`src/design/cts_pkg.sv`:
```
package cts_pkg;

	localparam int LexemeLimit  = 31;
	localparam int CounterWidth = 16;
	localparam int LenWidth     = $clog2(LexemeLimit + 1);
	localparam int HeadBytes    = 8;
	localparam int HeadWidth    = 8 * HeadBytes;
	localparam int ValueWidth   = 31;
	localparam int QueueDepth   = 4;
	localparam int QueuePtrWidth = $clog2(QueueDepth);

	localparam int IndexOutWidth = 16;
	localparam int LineOutWidth  = 16;
	localparam int LenOutWidth   = 5;
	localparam int TdataBits     = IndexOutWidth + LineOutWidth + LenOutWidth + HeadWidth
		+ ValueWidth + 2;
	localparam int TdataWidth    = ((TdataBits + 7) / 8) * 8;

	localparam int SlotWord = 0;
	localparam int SlotChar = 1;
	localparam int SlotEnd  = 2;
	localparam int SlotCount = 3;

	localparam logic [7:0] CH_NEWLINE = 8'h0a;
	localparam logic [7:0] CH_TAB     = 8'h09;
	localparam logic [7:0] CH_CR      = 8'h0d;
	localparam logic [7:0] CH_SPACE   = 8'h20;
	localparam logic [7:0] CH_SEMI    = 8'h3b;
	localparam logic [7:0] CH_LPAREN  = 8'h28;
	localparam logic [7:0] CH_RPAREN  = 8'h29;
	localparam logic [7:0] CH_LBRACE  = 8'h7b;
	localparam logic [7:0] CH_RBRACE  = 8'h7d;
	localparam logic [7:0] CH_MINUS   = 8'h2d;
	localparam logic [7:0] CH_TILDE   = 8'h7e;
	localparam logic [7:0] CH_BANG    = 8'h21;
	localparam logic [7:0] CH_UNDER   = 8'h5f;
	localparam logic [7:0] CH_ZERO    = 8'h30;
	localparam logic [7:0] CH_NINE    = 8'h39;
	localparam logic [7:0] CH_UP_A    = 8'h41;
	localparam logic [7:0] CH_UP_Z    = 8'h5a;
	localparam logic [7:0] CH_LO_A    = 8'h61;
	localparam logic [7:0] CH_LO_Z    = 8'h7a;

	localparam logic [HeadWidth-1:0] KW_INT    = 64'h0000_0000_0074_6e69;
	localparam logic [HeadWidth-1:0] KW_RETURN = 64'h0000_6e72_7574_6572;
	localparam logic [LenWidth-1:0]  KW_INT_LEN    = LenWidth'(3);
	localparam logic [LenWidth-1:0]  KW_RETURN_LEN = LenWidth'(6);

	typedef enum logic [3:0] {
		TK_INVALID = 4'd0,
		TK_IDENT   = 4'd1,
		TK_INT     = 4'd2,
		TK_LPAREN  = 4'd3,
		TK_RPAREN  = 4'd4,
		TK_LBRACE  = 4'd5,
		TK_RBRACE  = 4'd6,
		TK_RETURN  = 4'd7,
		TK_NUMBER  = 4'd8,
		TK_MINUS   = 4'd9,
		TK_TILDE   = 4'd10,
		TK_BANG    = 4'd11,
		TK_SEMI    = 4'd12,
		TK_END     = 4'd13
	} token_kind_t;

	typedef logic [CounterWidth-1:0] count_t;
	typedef logic [LenWidth-1:0]     len_t;

	typedef struct packed {
		token_kind_t           kind;
		count_t                index;
		count_t                line;
		len_t                  len;
		logic [HeadWidth-1:0]  head;
		logic [ValueWidth-1:0] value;
		logic                  ovf;
		logic                  trunc;
	} token_t;

	// slot 0 word, slot 1 single char, slot 2 end
	typedef struct packed {
		logic [SlotCount-1:0]   valid;
		token_t [SlotCount-1:0] tok;
	} job_t;

	function automatic logic is_digit(input logic [7:0] c);
		return (c >= CH_ZERO) && (c <= CH_NINE);
	endfunction

	function automatic logic is_word_byte(input logic [7:0] c);
		return ((c >= CH_LO_A) && (c <= CH_LO_Z)) || ((c >= CH_UP_A) && (c <= CH_UP_Z))
			|| is_digit(c) || (c == CH_UNDER);
	endfunction

	function automatic logic is_blank(input logic [7:0] c);
		return (c == CH_SPACE) || (c == CH_TAB) || (c == CH_CR);
	endfunction

	function automatic token_kind_t punct_kind(input logic [7:0] c);
		token_kind_t k;
		unique case (c)
			CH_SEMI:   k = TK_SEMI;
			CH_LPAREN: k = TK_LPAREN;
			CH_RPAREN: k = TK_RPAREN;
			CH_LBRACE: k = TK_LBRACE;
			CH_RBRACE: k = TK_RBRACE;
			CH_MINUS:  k = TK_MINUS;
			CH_TILDE:  k = TK_TILDE;
			CH_BANG:   k = TK_BANG;
			default:   k = TK_INVALID;
		endcase
		return k;
	endfunction

	function automatic count_t sat_inc(input count_t c);
		return (&c) ? c : c + count_t'(1);
	endfunction

endpackage

```
`src/design/cts_front.sv`:
```
module cts_front (
	input  logic           clk,
	input  logic           arst_n,
	input  logic           in_valid,
	output logic           in_ready,
	input  logic [7:0]     in_char,
	input  logic           in_last,
	input  logic           queue_full,
	output logic           push,
	output cts_pkg::job_t  job
);

	logic                                 after_q;
	cts_pkg::len_t                        len_q;
	logic [cts_pkg::HeadWidth-1:0]        head_q;
	logic                                 digits_q;
	logic [cts_pkg::ValueWidth-1:0]       acc_q;
	logic                                 ovf_q;
	logic                                 long_q;
	cts_pkg::count_t                      line_q;
	cts_pkg::count_t                      tok_q;

	logic                                 accept;
	logic                                 is_word;
	logic                                 is_dig;
	logic                                 is_nl;
	cts_pkg::len_t                        upd_len;
	logic                                 upd_long;
	logic [cts_pkg::HeadWidth-1:0]        upd_head;
	logic [cts_pkg::HeadWidth-1:0]        ins_head;
	logic                                 upd_digits;
	logic [cts_pkg::ValueWidth-1:0]       upd_acc;
	logic                                 upd_ovf;
	logic [cts_pkg::ValueWidth+3:0]       acc_ext;
	logic [cts_pkg::ValueWidth+3:0]       acc_next;

	cts_pkg::len_t                        ew_len;
	logic                                 ew_long;
	logic [cts_pkg::HeadWidth-1:0]        ew_head;
	logic                                 ew_digits;
	logic [cts_pkg::ValueWidth-1:0]       ew_acc;
	logic                                 ew_ovf;
	cts_pkg::token_kind_t                 word_kind;

	cts_pkg::count_t                      inc1;
	cts_pkg::count_t                      inc2;
	cts_pkg::count_t                      next_tok;
	logic [cts_pkg::SlotCount-1:0]        valid;

	assign in_ready = !queue_full;
	assign accept   = in_valid && in_ready;

	assign is_word = cts_pkg::is_word_byte(in_char);
	assign is_dig  = cts_pkg::is_digit(in_char);
	assign is_nl   = (in_char == cts_pkg::CH_NEWLINE);

	// word state after taking in this byte
	assign upd_long = long_q || (len_q == cts_pkg::len_t'(cts_pkg::LexemeLimit));
	assign upd_len  = (len_q == cts_pkg::len_t'(cts_pkg::LexemeLimit)) ? len_q
		: len_q + cts_pkg::len_t'(1);
	assign ins_head = cts_pkg::HeadWidth'(in_char) << {len_q[2:0], 3'b000};
	assign upd_head = (len_q < cts_pkg::len_t'(cts_pkg::HeadBytes)) ? (head_q | ins_head)
		: head_q;

	assign acc_ext  = (cts_pkg::ValueWidth + 4)'(acc_q);
	assign acc_next = (acc_ext << 3) + (acc_ext << 1)
		+ (cts_pkg::ValueWidth + 4)'(in_char[3:0]);

	always_comb begin
		upd_digits = digits_q;
		upd_acc    = acc_q;
		upd_ovf    = ovf_q;
		if (is_dig) begin
			if (digits_q && !ovf_q) begin
				if (acc_next[cts_pkg::ValueWidth+3:cts_pkg::ValueWidth] != 4'd0) begin
					upd_ovf = 1'b1;
				end else begin
					upd_acc = acc_next[cts_pkg::ValueWidth-1:0];
				end
			end
		end else begin
			upd_digits = 1'b0;
		end
	end

	assign ew_len    = is_word ? upd_len    : len_q;
	assign ew_long   = is_word ? upd_long   : long_q;
	assign ew_head   = is_word ? upd_head   : head_q;
	assign ew_digits = is_word ? upd_digits : digits_q;
	assign ew_acc    = is_word ? upd_acc    : acc_q;
	assign ew_ovf    = is_word ? upd_ovf    : ovf_q;

	always_comb begin
		priority if (!ew_long && ew_len == cts_pkg::KW_INT_LEN && ew_head == cts_pkg::KW_INT) begin
			word_kind = cts_pkg::TK_INT;
		end else if (!ew_long && ew_len == cts_pkg::KW_RETURN_LEN
				&& ew_head == cts_pkg::KW_RETURN) begin
			word_kind = cts_pkg::TK_RETURN;
		end else if (ew_digits) begin
			word_kind = cts_pkg::TK_NUMBER;
		end else begin
			word_kind = cts_pkg::TK_IDENT;
		end
	end

	assign inc1 = cts_pkg::sat_inc(tok_q);
	assign inc2 = cts_pkg::sat_inc(inc1);

	assign valid[cts_pkg::SlotWord] = is_word ? in_last : after_q;
	assign valid[cts_pkg::SlotChar] = !is_word && !is_nl && !cts_pkg::is_blank(in_char);
	assign valid[cts_pkg::SlotEnd]  = in_last;

	always_comb begin
		unique case ({valid[cts_pkg::SlotWord], valid[cts_pkg::SlotChar]})
			2'b00:   next_tok = tok_q;
			2'b11:   next_tok = inc2;
			default: next_tok = inc1;
		endcase
	end

	always_comb begin
		job.valid = valid;

		job.tok[cts_pkg::SlotWord].kind  = word_kind;
		job.tok[cts_pkg::SlotWord].index = tok_q;
		job.tok[cts_pkg::SlotWord].line  = line_q;
		job.tok[cts_pkg::SlotWord].len   = ew_len;
		job.tok[cts_pkg::SlotWord].head  = ew_head;
		job.tok[cts_pkg::SlotWord].value = (word_kind == cts_pkg::TK_NUMBER && !ew_ovf)
			? ew_acc : '0;
		job.tok[cts_pkg::SlotWord].ovf   = (word_kind == cts_pkg::TK_NUMBER) && ew_ovf;
		job.tok[cts_pkg::SlotWord].trunc = ew_long;

		job.tok[cts_pkg::SlotChar].kind  = cts_pkg::punct_kind(in_char);
		job.tok[cts_pkg::SlotChar].index = valid[cts_pkg::SlotWord] ? inc1 : tok_q;
		job.tok[cts_pkg::SlotChar].line  = line_q;
		job.tok[cts_pkg::SlotChar].len   = cts_pkg::len_t'(1);
		job.tok[cts_pkg::SlotChar].head  = cts_pkg::HeadWidth'(in_char);
		job.tok[cts_pkg::SlotChar].value = '0;
		job.tok[cts_pkg::SlotChar].ovf   = 1'b0;
		job.tok[cts_pkg::SlotChar].trunc = 1'b0;

		job.tok[cts_pkg::SlotEnd].kind   = cts_pkg::TK_END;
		job.tok[cts_pkg::SlotEnd].index  = next_tok;
		job.tok[cts_pkg::SlotEnd].line   = (!is_word && is_nl) ? cts_pkg::sat_inc(line_q)
			: line_q;
		job.tok[cts_pkg::SlotEnd].len    = '0;
		job.tok[cts_pkg::SlotEnd].head   = '0;
		job.tok[cts_pkg::SlotEnd].value  = '0;
		job.tok[cts_pkg::SlotEnd].ovf    = 1'b0;
		job.tok[cts_pkg::SlotEnd].trunc  = 1'b0;
	end

	assign push = accept && (|valid);

	always_ff @(posedge clk or negedge arst_n) begin
		if (!arst_n) begin
			after_q  <= 1'b0;
			len_q    <= '0;
			head_q   <= '0;
			digits_q <= 1'b1;
			acc_q    <= '0;
			ovf_q    <= 1'b0;
			long_q   <= 1'b0;
			line_q   <= cts_pkg::count_t'(1);
			tok_q    <= '0;
		end else if (accept) begin
			if (in_last || !is_word) begin
				after_q  <= 1'b0;
				len_q    <= '0;
				head_q   <= '0;
				digits_q <= 1'b1;
				acc_q    <= '0;
				ovf_q    <= 1'b0;
				long_q   <= 1'b0;
			end else begin
				after_q  <= 1'b1;
				len_q    <= upd_len;
				head_q   <= upd_head;
				digits_q <= upd_digits;
				acc_q    <= upd_acc;
				ovf_q    <= upd_ovf;
				long_q   <= upd_long;
			end
			if (in_last) begin
				line_q <= cts_pkg::count_t'(1);
				tok_q  <= '0;
			end else begin
				if (!is_word && is_nl) begin
					line_q <= cts_pkg::sat_inc(line_q);
				end
				tok_q <= next_tok;
			end
		end
	end

	// word state is clean whenever no word is open
	a_clean_when_closed: assert property (@(posedge clk) disable iff (!arst_n)
		!after_q |-> (len_q == '0 && head_q == '0 && digits_q && !ovf_q && !long_q))
		else $error("word state not clear outside a word");

	a_restart_after_end: assert property (@(posedge clk) disable iff (!arst_n)
		accept && in_last |=> (tok_q == '0 && line_q == cts_pkg::count_t'(1) && !after_q))
		else $error("scanner did not restart after end of source");

	a_line_nonzero: assert property (@(posedge clk) disable iff (!arst_n)
		line_q != '0)
		else $error("line counter reached zero");

endmodule

```
`src/design/cts_queue.sv`:
```
module cts_queue (
	input  logic           clk,
	input  logic           arst_n,
	input  logic           push,
	input  cts_pkg::job_t  wr_data,
	input  logic           pop,
	output cts_pkg::job_t  rd_data,
	output logic           empty,
	output logic           full
);

	cts_pkg::job_t                       mem_q [cts_pkg::QueueDepth];
	logic [cts_pkg::QueuePtrWidth-1:0]   wr_ptr_q;
	logic [cts_pkg::QueuePtrWidth-1:0]   rd_ptr_q;
	logic [cts_pkg::QueuePtrWidth:0]     count_q;
	logic                                do_push;
	logic                                do_pop;

	assign empty   = (count_q == '0);
	assign full    = (count_q == (cts_pkg::QueuePtrWidth + 1)'(cts_pkg::QueueDepth));
	assign do_push = push && !full;
	assign do_pop  = pop && !empty;
	assign rd_data = mem_q[rd_ptr_q];

	always_ff @(posedge clk) begin
		if (do_push) begin
			mem_q[wr_ptr_q] <= wr_data;
		end
	end

	always_ff @(posedge clk or negedge arst_n) begin
		if (!arst_n) begin
			wr_ptr_q <= '0;
			rd_ptr_q <= '0;
			count_q  <= '0;
		end else begin
			if (do_push) begin
				wr_ptr_q <= wr_ptr_q + 1'b1;
			end
			if (do_pop) begin
				rd_ptr_q <= rd_ptr_q + 1'b1;
			end
			unique case ({do_push, do_pop})
				2'b10:   count_q <= count_q + 1'b1;
				2'b01:   count_q <= count_q - 1'b1;
				default: count_q <= count_q;
			endcase
		end
	end

endmodule

```
`src/design/cts_back.sv`:
```
module cts_back (
	input  logic             clk,
	input  logic             arst_n,
	input  cts_pkg::job_t    head_job,
	input  logic             queue_empty,
	output logic             pop,
	output logic             out_valid,
	input  logic             out_ready,
	output cts_pkg::token_t  out_tok,
	output logic             out_last
);

	logic [cts_pkg::SlotCount-1:0]  done_q;
	logic                           valid_q;
	cts_pkg::token_t                tok_q;
	logic                           last_q;

	logic [cts_pkg::SlotCount-1:0]  pending;
	logic [cts_pkg::SlotCount-1:0]  sel;
	logic [1:0]                     sel_idx;
	logic                           sel_last;
	logic                           load;

	assign pending = head_job.valid & ~done_q;

	always_comb begin
		priority if (pending[cts_pkg::SlotWord]) begin
			sel_idx = 2'(cts_pkg::SlotWord);
		end else if (pending[cts_pkg::SlotChar]) begin
			sel_idx = 2'(cts_pkg::SlotChar);
		end else begin
			sel_idx = 2'(cts_pkg::SlotEnd);
		end
	end

	assign sel      = cts_pkg::SlotCount'(1) << sel_idx;
	assign sel_last = ((pending & ~sel) == '0);
	assign load     = !queue_empty && (!valid_q || out_ready);
	assign pop      = load && sel_last;

	always_ff @(posedge clk) begin
		if (load) begin
			tok_q  <= head_job.tok[sel_idx];
			last_q <= sel_last;
		end
	end

	always_ff @(posedge clk or negedge arst_n) begin
		if (!arst_n) begin
			valid_q <= 1'b0;
			done_q  <= '0;
		end else begin
			if (load) begin
				valid_q <= 1'b1;
			end else if (out_ready) begin
				valid_q <= 1'b0;
			end
			if (pop) begin
				done_q <= '0;
			end else if (load) begin
				done_q <= done_q | sel;
			end
		end
	end

	assign out_valid = valid_q;
	assign out_tok   = tok_q;
	assign out_last  = last_q;

	a_head_has_work: assert property (@(posedge clk) disable iff (!arst_n)
		!queue_empty |-> (pending != '0))
		else $error("queue head has no token left");

	a_done_clear_when_empty: assert property (@(posedge clk) disable iff (!arst_n)
		queue_empty |-> (done_q == '0))
		else $error("progress mask set with empty queue");

	a_load_shows: assert property (@(posedge clk) disable iff (!arst_n)
		load |=> valid_q)
		else $error("loaded token not presented");

endmodule

```
`src/design/c_subset_token_scanner_unit.sv`:
```
// token scanner for a small c subset
// input stream: one source byte per beat, tdata[7:0] the byte, tlast marks the last byte
// of the source. output stream: one token per beat, tuser the token kind, tlast on the
// last token that one input byte produced.
// a byte may produce zero to three tokens: a closed word, a single-char token and, with
// tlast, the end token. the front stage classifies each byte and updates the word,
// number and counter registers in the cycle it is accepted, and queues a record of
// the tokens it causes; the back stage sends those tokens one per beat.
// throughput: one byte per cycle while each byte yields at most one token and the
// receiver takes every beat; output is one token per cycle unless stalled, so bytes
// with two or three tokens take that many output beats, absorbed by a four-record
// queue between the stages.
// when the receiver stalls the queue fills and s_axis_tready drops; nothing is lost.
// reset empties the queue and output register and starts at token 0, line 1; after an
// end token the scanner restarts the same way.
module c_subset_token_scanner_unit (
	input  logic                           clk,
	input  logic                           arst_n,
	input  logic                           s_axis_tvalid,
	output logic                           s_axis_tready,
	input  logic [7:0]                     s_axis_tdata,   // source_char
	input  logic                           s_axis_tlast,
	output logic                           m_axis_tvalid,
	input  logic                           m_axis_tready,
	// token_index, line_number, lexeme_length, lexeme_head, number_value,
	// number_overflow, lexeme_truncated, zero pad
	output logic [cts_pkg::TdataWidth-1:0] m_axis_tdata,
	output logic [3:0]                     m_axis_tuser,   // token_kind
	output logic                           m_axis_tlast
);

	cts_pkg::job_t    push_job;
	cts_pkg::job_t    head_job;
	logic             push;
	logic             pop;
	logic             queue_empty;
	logic             queue_full;
	cts_pkg::token_t  out_tok;
	logic [31:0]      index_wide;
	logic [31:0]      line_wide;
	logic [31:0]      len_wide;

	cts_front u_front (
		.clk        (clk),
		.arst_n     (arst_n),
		.in_valid   (s_axis_tvalid),
		.in_ready   (s_axis_tready),
		.in_char    (s_axis_tdata),
		.in_last    (s_axis_tlast),
		.queue_full (queue_full),
		.push       (push),
		.job        (push_job)
	);

	cts_queue u_queue (
		.clk     (clk),
		.arst_n  (arst_n),
		.push    (push),
		.wr_data (push_job),
		.pop     (pop),
		.rd_data (head_job),
		.empty   (queue_empty),
		.full    (queue_full)
	);

	cts_back u_back (
		.clk         (clk),
		.arst_n      (arst_n),
		.head_job    (head_job),
		.queue_empty (queue_empty),
		.pop         (pop),
		.out_valid   (m_axis_tvalid),
		.out_ready   (m_axis_tready),
		.out_tok     (out_tok),
		.out_last    (m_axis_tlast)
	);

	assign index_wide = 32'(out_tok.index);
	assign line_wide  = 32'(out_tok.line);
	assign len_wide   = 32'(out_tok.len);

	assign m_axis_tuser = out_tok.kind;
	assign m_axis_tdata = cts_pkg::TdataWidth'({
		out_tok.trunc,
		out_tok.ovf,
		out_tok.value,
		out_tok.head,
		len_wide[cts_pkg::LenOutWidth-1:0],
		line_wide[cts_pkg::LineOutWidth-1:0],
		index_wide[cts_pkg::IndexOutWidth-1:0]
	});

endmodule

```
`config.mk`:
```
export PLATFORM = sky130hd
export DESIGN_NAME = c_subset_token_scanner_unit
export DESIGN_NICKNAME = d
export VERILOG_FILES = /design/src/design/cts_pkg.sv /design/src/design/cts_front.sv /design/src/design/cts_queue.sv /design/src/design/cts_back.sv /design/src/design/c_subset_token_scanner_unit.sv
export SDC_FILE = /design/constraint.sdc
export NUM_CORES = 1
export LEC_CHECK = 0
export ABC_AREA = 1
export ABC_CLOCK_PERIOD_IN_PS = 10800
export BUFFER_PORTS_ARGS = -buffer_cell sky130_fd_sc_hd__buf_2
export CORE_MARGIN = 2
export CORE_UTILIZATION = 56
export DETAILED_ROUTE_END_ITERATION = 10
export MAX_ROUTING_LAYER = met4
export PLACE_DENSITY = 0.76
export SLEW_MARGIN = 40
export SYNTH_ARGS = -nofsm -noshare
export SYNTH_HDL_FRONTEND = slang
export SYNTH_SLANG_ARGS = --single-unit
```
`constraint.sdc`:
```
create_clock -name clk -period 10.8 [get_ports clk]
set_input_delay 1.08 -clock clk [delete_from_list [all_inputs] [get_ports clk]]
set_output_delay 1.08 -clock clk [all_outputs]
set_load 0.02 [all_outputs]
```
Yosys cells after proc, flatten, opt, wreduce, memory -nomap -nowiden. Memory sizes are Yosys's and may differ from the RTL's. Index checks and enable logic that the tools add are counted.

Flip-flop bits (word level): 286. Bits in writable memories: 868. Memories: 1.

Memories: u_queue.mem_q (depth 4, width 217, read ports 1, clocked after Yosys merged registers in 0, wr ports 1, line cts_queue.sv:12) `cts_pkg::job_t mem_q [cts_pkg::QueueDepth];`.

Add/sub/neg operators: 10. Magnitude comparators: 8. Equality and inequality tests: 23. Shifts and indexed selects: 2. Muxes and demuxes: 47. Bitwise operators: 6. Reduce and logical (&&, ||, !) cells: 47.

Operators by type and width (count): 138-bit binary-select mux with 2-bit select (1); 64-bit two-way mux (3); 31-bit two-way mux (6); 138-bit two-way mux (1); 16-bit two-way mux (7); 64-bit by 23-bit equality test with 1-bit output, second input constant (1); 64-bit by 47-bit equality test with 1-bit output, second input constant (1); 64-bit OR (1); 8-bit by 6-bit << shifter with 64-bit output (1); 16-bit by 1-bit adder with 16-bit output, second input constant (3); 8-bit by 6-bit equality test with 1-bit output, second input constant (6); 16-bit AND reduction (3); 34-bit by 32-bit adder with 35-bit output (1); 35-bit by 4-bit adder with 35-bit output (1); 8-bit by 7-bit equality test with 1-bit output, second input constant (4); 16-bit case mux with 2 select lines (1); 4-bit case mux with 8 select lines (1); 8-bit by 4-bit equality test with 1-bit output, second input constant (3); 1-bit logical AND (19); 8-bit by 7-bit >= comparator with 1-bit output, second input constant (2); 8-bit by 7-bit less-or-equal comparator with 1-bit output, second input constant (2); 1-bit two-way mux (16); 5-bit two-way mux (3); 4-bit two-way mux (3); 29 further kinds (53).

Longest topological paths before layout. Gate-level depths: netlist of run 1.

Word-level depth: 14. Mapped depth: 22.

Hierarchy. A second synthesis of run 1 with hierarchy kept.

Cells, all modules: 7789. Area total of the unflattened synthesis: 86835.8 µm².

Modules (own cells, without submodules): cts_queue (times used 1, cells each 4927, area an instance 66373.7 µm², seq. area each 50263.2 µm²); cts_front (times used 1, cells each 2105, area an instance 13618.1 µm², seq. area each 3405.8 µm²); cts_back (times used 1, cells each 754, area an instance 6825.3 µm², seq. area each 4274.1 µm²); c_subset_token_scanner_unit (times used 1, cells each 3, area an instance 18.8 µm², seq. area each 0.0 µm²).

Worst setup path after synthesis of run 1. No wires, ideal clock.

Kind: in2reg. Start: input s_axis_tdata[2]. End: memory u_queue.mem_q[0][0] (netlist name) (enable). Library setup time: 766 ps. Arrival time: 10583 ps. Path slack: -548 ps. Stages on the path: 14. Path buffers: 1. Cells stage by stage: buf_6 > nor2_2 > nand3_1 > nand2_1 > inv_2 > nand2_2 > nand2_4 > inv_2 > nor2_1 > inv_1 > o21ai_2 > inv_1 > o31ai_4 > nor2_1.

RTL lines: start, declared (line c_subset_token_scanner_unit.sv:21) `input logic [7:0] s_axis_tdata,`; end, declared (line cts_queue.sv:12).

==> results_dict.tcl, run 1 <==
set metrics [dict create \
    run_status "completed" \
    gp_congestion 0.979 \
    setup_violations 0 \
    tightestPinTransition_ps 873 \
    floorplan.die.height_um 296 \
    grt-ovfl-total 0 \
    wirelength_mm 112 \
    yosys_register_bits 1090 \
    critical_path.startpoint_type "input port" \
    ctsRootBufferMaster "sky130_fd_sc_hd__clkbuf_16" \
    top_library_cells_by_usage_in_the_layout_fill_and_taps_aside "943 x sky130_fd_sc_hd__edfxtp_1, 759 x sky130_fd_sc_hd__nand2_1, 670 x sky130_fd_sc_hd__nor2_1" \
    dp_worst_setup_slack_ps 4580 \
    detail_route.vias_per_cell 5.75 \
    worst-r2r-cell-count 14 \
    maxCapViolations 0 \
    slew-limit-headroom_pct 41.8 \
    regToRegEndpoint "u_queue.count_q[2]" \
    cts_tree "yes" \
    synth.top_cells.by_area "sky130_fd_sc_hd__edfxtp_1 59%, sky130_fd_sc_hd__dfrtp_1 7.6%, sky130_fd_sc_hd__nand2_1 6.0%" \
    layout_worst_path_cycle_share_pct 50.2 \
    grt_setup_unrepaired "no" \
    nNetsFinal 4533 \
    clkLatencyLatePin_ps 690 \
    worst_ep_arrival_time_ps 5720 \
    drt_first_pass_iters 6 \
    post_cts_buffers 0 \
    maximum_number_of_buffers_from_clock_root_to_sink 3 \
    area_growth_pct 11.3 \
    std_cell_rows 106 \
    fillers 6293 \
    post_synth_num_cell_types 57 \
    core_mm2 0.0840 \
    fin_clk_skew_ps 24.3 \
    grt_pass1_vias 30963 \
    place.detailed.hpwl_mm 66.6 \
    floorplan.die.width_um 296 \
    cellLeakagePower_nw 21.0 \
    power_mw 14.3 \
    drcViolationCount 0 \
    synthDominantCellAreaShare_pct 59.4 \
    hold_class "input port to asynchronous set/reset pin" \
    drtIter0Drc 3557 \
    critical_path_peak_fanout 126 \
    cts_made_buffers 106 \
    yosys_warnings 0 \
    synth_top_cell_by_area "sky130_fd_sc_hd__edfxtp_1" \
    grt_first_pass_wirelength_mm 174 \
    buffers_added_on_ports 153 \
    finalHoldViolations 0 \
    postCtsResizedCells 0 \
    initial_utilization_pct 56.8 \
    floorplan.io_pins 156 \
    worst-r2r-setup-slack_ps 6310 \
    rr_startpoint "u_queue.rd_ptr_q[0]" \
    pin_count_of_the_biggest_net_entering_global_routing 195 \
    htree_num_levels 3 \
    syn_area_per_cell_um2 10.9 \
    cts.reportedPaths.clkPinSlew_ps 60 \
    dominantRegCellSynth "sky130_fd_sc_hd__edfxtp_1" \
    synth-edff-count 943 \
    wl_per_cell_um 19.8 \
    worst_ep_required_time_ps 11100 \
    timing.final.crit_period_ps 5420 \
    synth_sequential_area_ratio_pct 67.1 \
    die_area_mm2 0.0875 \
    synthesis.instances 4376 \
    async_reset_ff_share_pct 13.5 \
    post_route_cells_drive_above_1_share_pct 10.6 \
    final_common_cell "sky130_fd_sc_hd__edfxtp_1" \
    grt_use_total_pct 26.4 \
    timing.critical_path.to_type "flop" \
    irDropWorstVdd_uv 260 \
    via_count 32653 \
    cts.sinks 1090 \
    fin_ws_ps 5380 \
    post_synth_instance_area_mm2 0.0477 \
    critPathKind "input port to flop" \
    antenna_found_initial 6 \
    antenna_left 0 \
    final-max-slew-violation-count 0 \
    power_per_standard_cell_area_mw_per_mm2 270 \
    cts_hold_repair.buffers 0 \
    fmax_ghz 0.184 \
]
-- how the worst max path moves through the flow --
stage | from | endpoint | cells after the start
floorplan | s_axis_tdata[2] | u_queue.mem_q[0][0] | 14
global placement | s_axis_tdata[2] | u_queue.mem_q[3][67] | 16
detailed placement | s_axis_tdata[2] | u_queue.mem_q[3][70] | 16
CTS | s_axis_tdata[2] | u_queue.mem_q[3][192] | 16
global route | s_axis_tdata[2] | u_queue.mem_q[3][81] | 17
finish | s_axis_tdata[2] | u_queue.mem_q[3][90] | 17
-- critical path: stages --
cell                      delay (ps)
sky130_fd_sc_hd__buf_2           320
sky130_fd_sc_hd__inv_1            80
sky130_fd_sc_hd__a21oi_1         140
sky130_fd_sc_hd__nand2_1         110
sky130_fd_sc_hd__nand2_4         400
sky130_fd_sc_hd__nand2_4         360
sky130_fd_sc_hd__inv_2           250
sky130_fd_sc_hd__nor2_1           60
sky130_fd_sc_hd__inv_1            70
sky130_fd_sc_hd__o21ai_2          50
sky130_fd_sc_hd__buf_4           240
sky130_fd_sc_hd__inv_1           230
sky130_fd_sc_hd__o31ai_4         190
sky130_fd_sc_hd__nor2_4          320
sky130_fd_sc_hd__buf_8           240
sky130_fd_sc_hd__buf_12          570
sky130_fd_sc_hd__buf_4           750
-- area by class of cell --
| type | count | area [um^2] | area share [%] |
|---|---|---|---|
| Antenna cell | 5 | 12.5 | 0.0236 |
| Clock buffer | 149 | 3060 | 5.78 |
| Clock inverter | 53 | 553 | 1.04 |
| Inverter | 343 | 1310 | 2.46 |
| Multi-Input combinational cell | 2714 | 13500 | 25.4 |
| Sequential cell | 1090 | 32000 | 60.3 |
| Tap cell | 1134 | 1420 | 2.67 |
| Timing Repair Buffer | 190 | 1230 | 2.31 |
-- registers in the layout (all words and copies together), names as in the netlist, 3 cells and up --
register	count
u_front.len_q	5
u_front.acc_q	31
u_queue.count_q	3
u_front.head_q	64
u_back.done_q	3
u_back.out_tok	138
u_front.tok_q	16
u_queue.mem_q	804
u_front.line_q	16
-- logic make-up after synthesis --
| kind of cell | synth area share, % |
|---|---|
| adder cells (fa/ha/maj) | 2.02 |
| buffers and inverters | 4.80 |
| flip-flops | 67.1 |
| AO/OA/AOI/OAI | 10.4 |
| XOR/XNOR | 1.01 |
| other | 0.00787 |
| AND/OR/NAND/NOR | 14.6 |
-- report_power, final --
group / total (mW) / leakage, nW / internal (mW) / switching, mW
Combinational: 4.39 / 8.26 / 1.15 / 3.24
Sequential: 6.17 / 10.9 / 5.80 / 0.369
Clock: 3.75 / 1.78 / 2.16 / 1.59
Total: 14.3 / 21.0 / 9.11 / 5.20
-- cell usage after synthesis (50+ instances only) --
cell and instances:
sky130_fd_sc_hd__a211oi_1 50, sky130_fd_sc_hd__a21oi_1 209, sky130_fd_sc_hd__clkbuf_1 182, sky130_fd_sc_hd__dfrtp_1 145, sky130_fd_sc_hd__edfxtp_1 943, sky130_fd_sc_hd__ha_1 72, sky130_fd_sc_hd__inv_1 333, sky130_fd_sc_hd__nand2_1 761
sky130_fd_sc_hd__nand3_1 139, sky130_fd_sc_hd__nor2_1 677, sky130_fd_sc_hd__o21ai_0 396, sky130_fd_sc_hd__o22ai_1 83
-- per-stage QoR --
step / utilization [%] / hold slack, ps / cells / area (um^2) / setup TNS [ps]
2_1_floorplan: - / 446 / 4377 / 47700 / -440970
3_3_place_gp: 58.6 / 463 / 5466 / 49200 / 0
3_5_place_dp: 58.8 / 479 / 5469 / 49400 / 0
4_1_cts: 63.1 / 483 / 5671 / 53000 / 0
5_1_grt: 63.2 / 501 / 5676 / 53000 / 0
6_report: 63.2 / 470 / 5678 / 53100 / 0
-- metal layers --
| layer | share of wire, % | wire length, um | up-vias | GRT usage [%] |
|---|---|---|---|---|
| met5 | 0 | 0 | - | - |
| met4 | 2.1 | 2340 | 0 | 7.33 |
| met3 | 8.0 | 8930 | 194 | 3.74 |
| met2 | 46 | 52100 | 1336 | 40.1 |
| met1 | 44 | 48800 | 15845 | 37.6 |
| li1 | - | - | 15278 | - |
Note: power is estimated with default switching activity, not from simulation.
==> run 2, diff against run 1 <==
--- a/config.mk
+++ b/config.mk
@@ -5,14 +5,14 @@
 export SDC_FILE = /design/constraint.sdc
 export NUM_CORES = 1
 export LEC_CHECK = 0
-export ABC_AREA = 1
-export ABC_CLOCK_PERIOD_IN_PS = 10800
+export ABC_AREA = 0
+export ABC_CLOCK_PERIOD_IN_PS = 5480
 export BUFFER_PORTS_ARGS = -buffer_cell sky130_fd_sc_hd__buf_2
 export CORE_MARGIN = 2
-export CORE_UTILIZATION = 56
+export CORE_UTILIZATION = 62
 export DETAILED_ROUTE_END_ITERATION = 10
 export MAX_ROUTING_LAYER = met4
-export PLACE_DENSITY = 0.76
+export PLACE_DENSITY = 0.8
 export SLEW_MARGIN = 40
 export SYNTH_ARGS = -nofsm -noshare
 export SYNTH_HDL_FRONTEND = slang
==> constraint.sdc (replaced) <==
create_clock -name clk -period 5.48 [get_ports clk]
set_input_delay 0.548 -clock clk [delete_from_list [all_inputs] [get_ports clk]]
set_output_delay 0.548 -clock clk [all_outputs]
set_load 0.02 [all_outputs]
==> results_dict.tcl, run 2 <==
set metrics [dict create \
    maximum_number_of_buffers_from_clock_root_to_sink 3 \
    cts_tree "yes" \
    final_cells 4171 \
    cts.sinks 1090 \
    final_common_cell "sky130_fd_sc_hd__edfxtp_1" \
    top_library_cells_by_usage_in_the_layout_fill_and_taps_aside "943 x sky130_fd_sc_hd__edfxtp_1, 268 x sky130_fd_sc_hd__nand2_1, 177 x sky130_fd_sc_hd__mux4_2" \
    layout.cell_area.non_filler_mm2 0.0518 \
    drtIter0Drc 3051 \
    cts_made_buffers 105 \
    antenna_left 0 \
    critical_path_peak_fanout 29 \
    grt_use_total_pct 28.0 \
    synth_sequential_area_ratio_pct 69.0 \
    layout_worst_path_cycle_share_pct 83.7 \
    maxCapViolations 0 \
    std_cell_rows 100 \
    critical_path.startpoint_type "flop" \
    max_reg_flops 804 \
    floorplan.die.width_um 277 \
    worst-r2r-cell-count 15 \
    synth-edff-count 943 \
    dominantRegCellSynth "sky130_fd_sc_hd__edfxtp_1" \
    hold_class "input port to flop" \
    irDropWorstVdd_uv 340 \
    wirelength_mm 103 \
    via_count 26917 \
    power_per_standard_cell_area_mw_per_mm2 498 \
    ctsRootBufferMaster "sky130_fd_sc_hd__clkbuf_16" \
    area_growth_pct 11.7 \
    dp_worst_setup_slack_ps 492 \
    async_reset_ff_share_pct 13.5 \
    synth_top_cell_by_area "sky130_fd_sc_hd__edfxtp_1" \
    synth.top_cells.by_area "sky130_fd_sc_hd__edfxtp_1 61%, sky130_fd_sc_hd__mux4_2 8.6%, sky130_fd_sc_hd__dfrtp_1 7.8%" \
    timing.critical_path.to_type "flop" \
    critPathKind "flop to flop" \
    fin_clk_skew_ps 24.6 \
    post_route_cells_drive_above_1_share_pct 19.5 \
    synthDominantCellAreaShare_pct 61.1 \
    fmax_ghz 0.218 \
    drcViolationCount 0 \
    layout.core_utilization_pct 69.8 \
    yosys_register_bits 1090 \
    grt_setup_unrepaired "no" \
    nNetsFinal 3196 \
    regMostFlops "u_queue.mem_q" \
    floorplan.io_pins 156 \
    setup_violations 0 \
    antenna_found_initial 3 \
    fin_ws_ps 892 \
    final-max-slew-violation-count 0 \
    synth.cells.most_frequent "943 x sky130_fd_sc_hd__edfxtp_1, 270 x sky130_fd_sc_hd__nand2_1, 177 x sky130_fd_sc_hd__mux4_2" \
    buffers_added_on_ports 153 \
    fin_worst_hold_slack_ps 92.1 \
    grt_first_pass_wirelength_mm 161 \
    drt_first_pass_iters 6 \
    tightestPinTransition_ps 872 \
    core_mm2 0.0742 \
    post_synth_instance_area_mm2 0.0464 \
    yosys_warnings 0 \
    run_status "completed" \
    cellLeakagePower_nw 18.9 \
    cts.reportedPaths.clkPinSlew_ps 60 \
    post_cts_buffers 0 \
    slew-limit-headroom_pct 41.3 \
    synth_most_common_cell "sky130_fd_sc_hd__edfxtp_1" \
    finalHoldViolations 0 \
    wl_per_cell_um 24.8 \
    die_area_mm2 0.0770 \
    grt_pass1_vias 27345 \
    syn_area_per_cell_um2 15.6 \
    synthesis.instances 2966 \
    htree_num_levels 3 \
    place.detailed.hpwl_mm 64.6 \
    floorplan.die.height_um 277 \
    detail_route.vias_per_cell 6.45 \
    clkLatencyLatePin_ps 680 \
    post_synth_num_cell_types 98 \
    fillers 4676 \
    worst_hold_path.num_cells 2 \
    pin_count_of_the_biggest_net_entering_global_routing 114 \
    grt-ovfl-total 0 \
    post-place-cells 3968 \
    postPlaceCellArea_mm2 0.0483 \
    gp_congestion 0.933 \
    worst_ep_arrival_time_ps 5180 \
    timing.final.crit_period_ps 4590 \
    initial_utilization_pct 62.5 \
    worst_ep_required_time_ps 6080 \
]
## run 2: area by class of cell
| type | count | area [um^2] | share of cell area [%] |
|---|---|---|---|
| clock inverters | 57 | 642 | 1.24 |
| repair buffers | 221 | 1470 | 2.83 |
| multi-input cells | 1617 | 13400 | 25.8 |
| flip-flops and latches | 1090 | 32000 | 61.8 |
| well taps | 969 | 1210 | 2.34 |
| clock buffers | 140 | 2830 | 5.46 |
| inverters | 73 | 274 | 0.529 |
| diodes | 4 | 10.0 | 0.0193 |
## run 2: cells by family (layout without fill, tap and decap cells)
logic type,count (synthesis),count (layout),synth area share [%]
adder cells (fa/ha/maj),75,75,2.07
multiplexers,231,231,9.84
XOR/XNOR,60,60,1.13
other,1,6,0.00809
AND/OR/NAND/NOR,689,689,7.39
AO/OA/AOI/OAI,560,560,8.20
flip-flops,1090,1090,69.0
buffers and inverters,260,491,2.33
## run 2: repair_timing
action	in CTS	in global routing
endpoints found under the hold margin	41	0
resized for setup	0	0
hold buffers	1	0
## run 2: path summary, 6_finish.rpt
| path | endpoint | slack, ps | startpoint |
|---|---|---|---|
| hold reg to reg | u_front.digits_q | 510 | u_front.digits_q |
| hold / removal | u_back.out_valid | 90 | m_axis_tready |
| min in group asynchronous | u_front.acc_q[19] | 370 | arst_n |
| setup / recovery | u_front.acc_q[18] | 890 | u_front.acc_q[0] |
| max in group asynchronous | u_queue.rd_ptr_q[0] | 3970 | arst_n |
| setup reg to reg | u_front.acc_q[18] | 890 | u_front.acc_q[0] |
## run 2: routing by layer
layer	routed length [um]	part of all wire (%)	global-route usage (%)
met1	43200	42	39.4
met2	50800	49	44.2
met3	7080	6.9	3.51
met4	2240	2.2	7.54
met5	0	0	-
## run 2: where the power goes
group	internal, mW	switching, mW	leakage, nW
Clock	4.21	3.03	1.69
Sequential	11.0	0.520	11.0
Combinational	2.71	4.27	6.20
## run 2: per-stage QoR
stage          setup TNS (ps)  power (mW)
6_report                    0        25.8
5_1_grt                     0        26.8
4_1_cts                     0        26.0
3_5_place_dp                0        18.7
3_3_place_gp                0        18.5
2_1_floorplan          -35310        16.5
## run 2: critical path, cell delays in order (launching register included)
cell and delay, ps:
sky130_fd_sc_hd__dfrtp_1 410, sky130_fd_sc_hd__inv_1 80, sky130_fd_sc_hd__fa_1 560, sky130_fd_sc_hd__inv_1 70, sky130_fd_sc_hd__ha_1 280, sky130_fd_sc_hd__a21o_1 190
sky130_fd_sc_hd__and4_1 200, sky130_fd_sc_hd__o21ai_0 370, sky130_fd_sc_hd__a211oi_1 160, sky130_fd_sc_hd__or4_1 450, sky130_fd_sc_hd__a222oi_1 410, sky130_fd_sc_hd__and3_1 240
sky130_fd_sc_hd__buf_4 370, sky130_fd_sc_hd__and2_1 180, sky130_fd_sc_hd__buf_4 320, sky130_fd_sc_hd__a22o_1 210
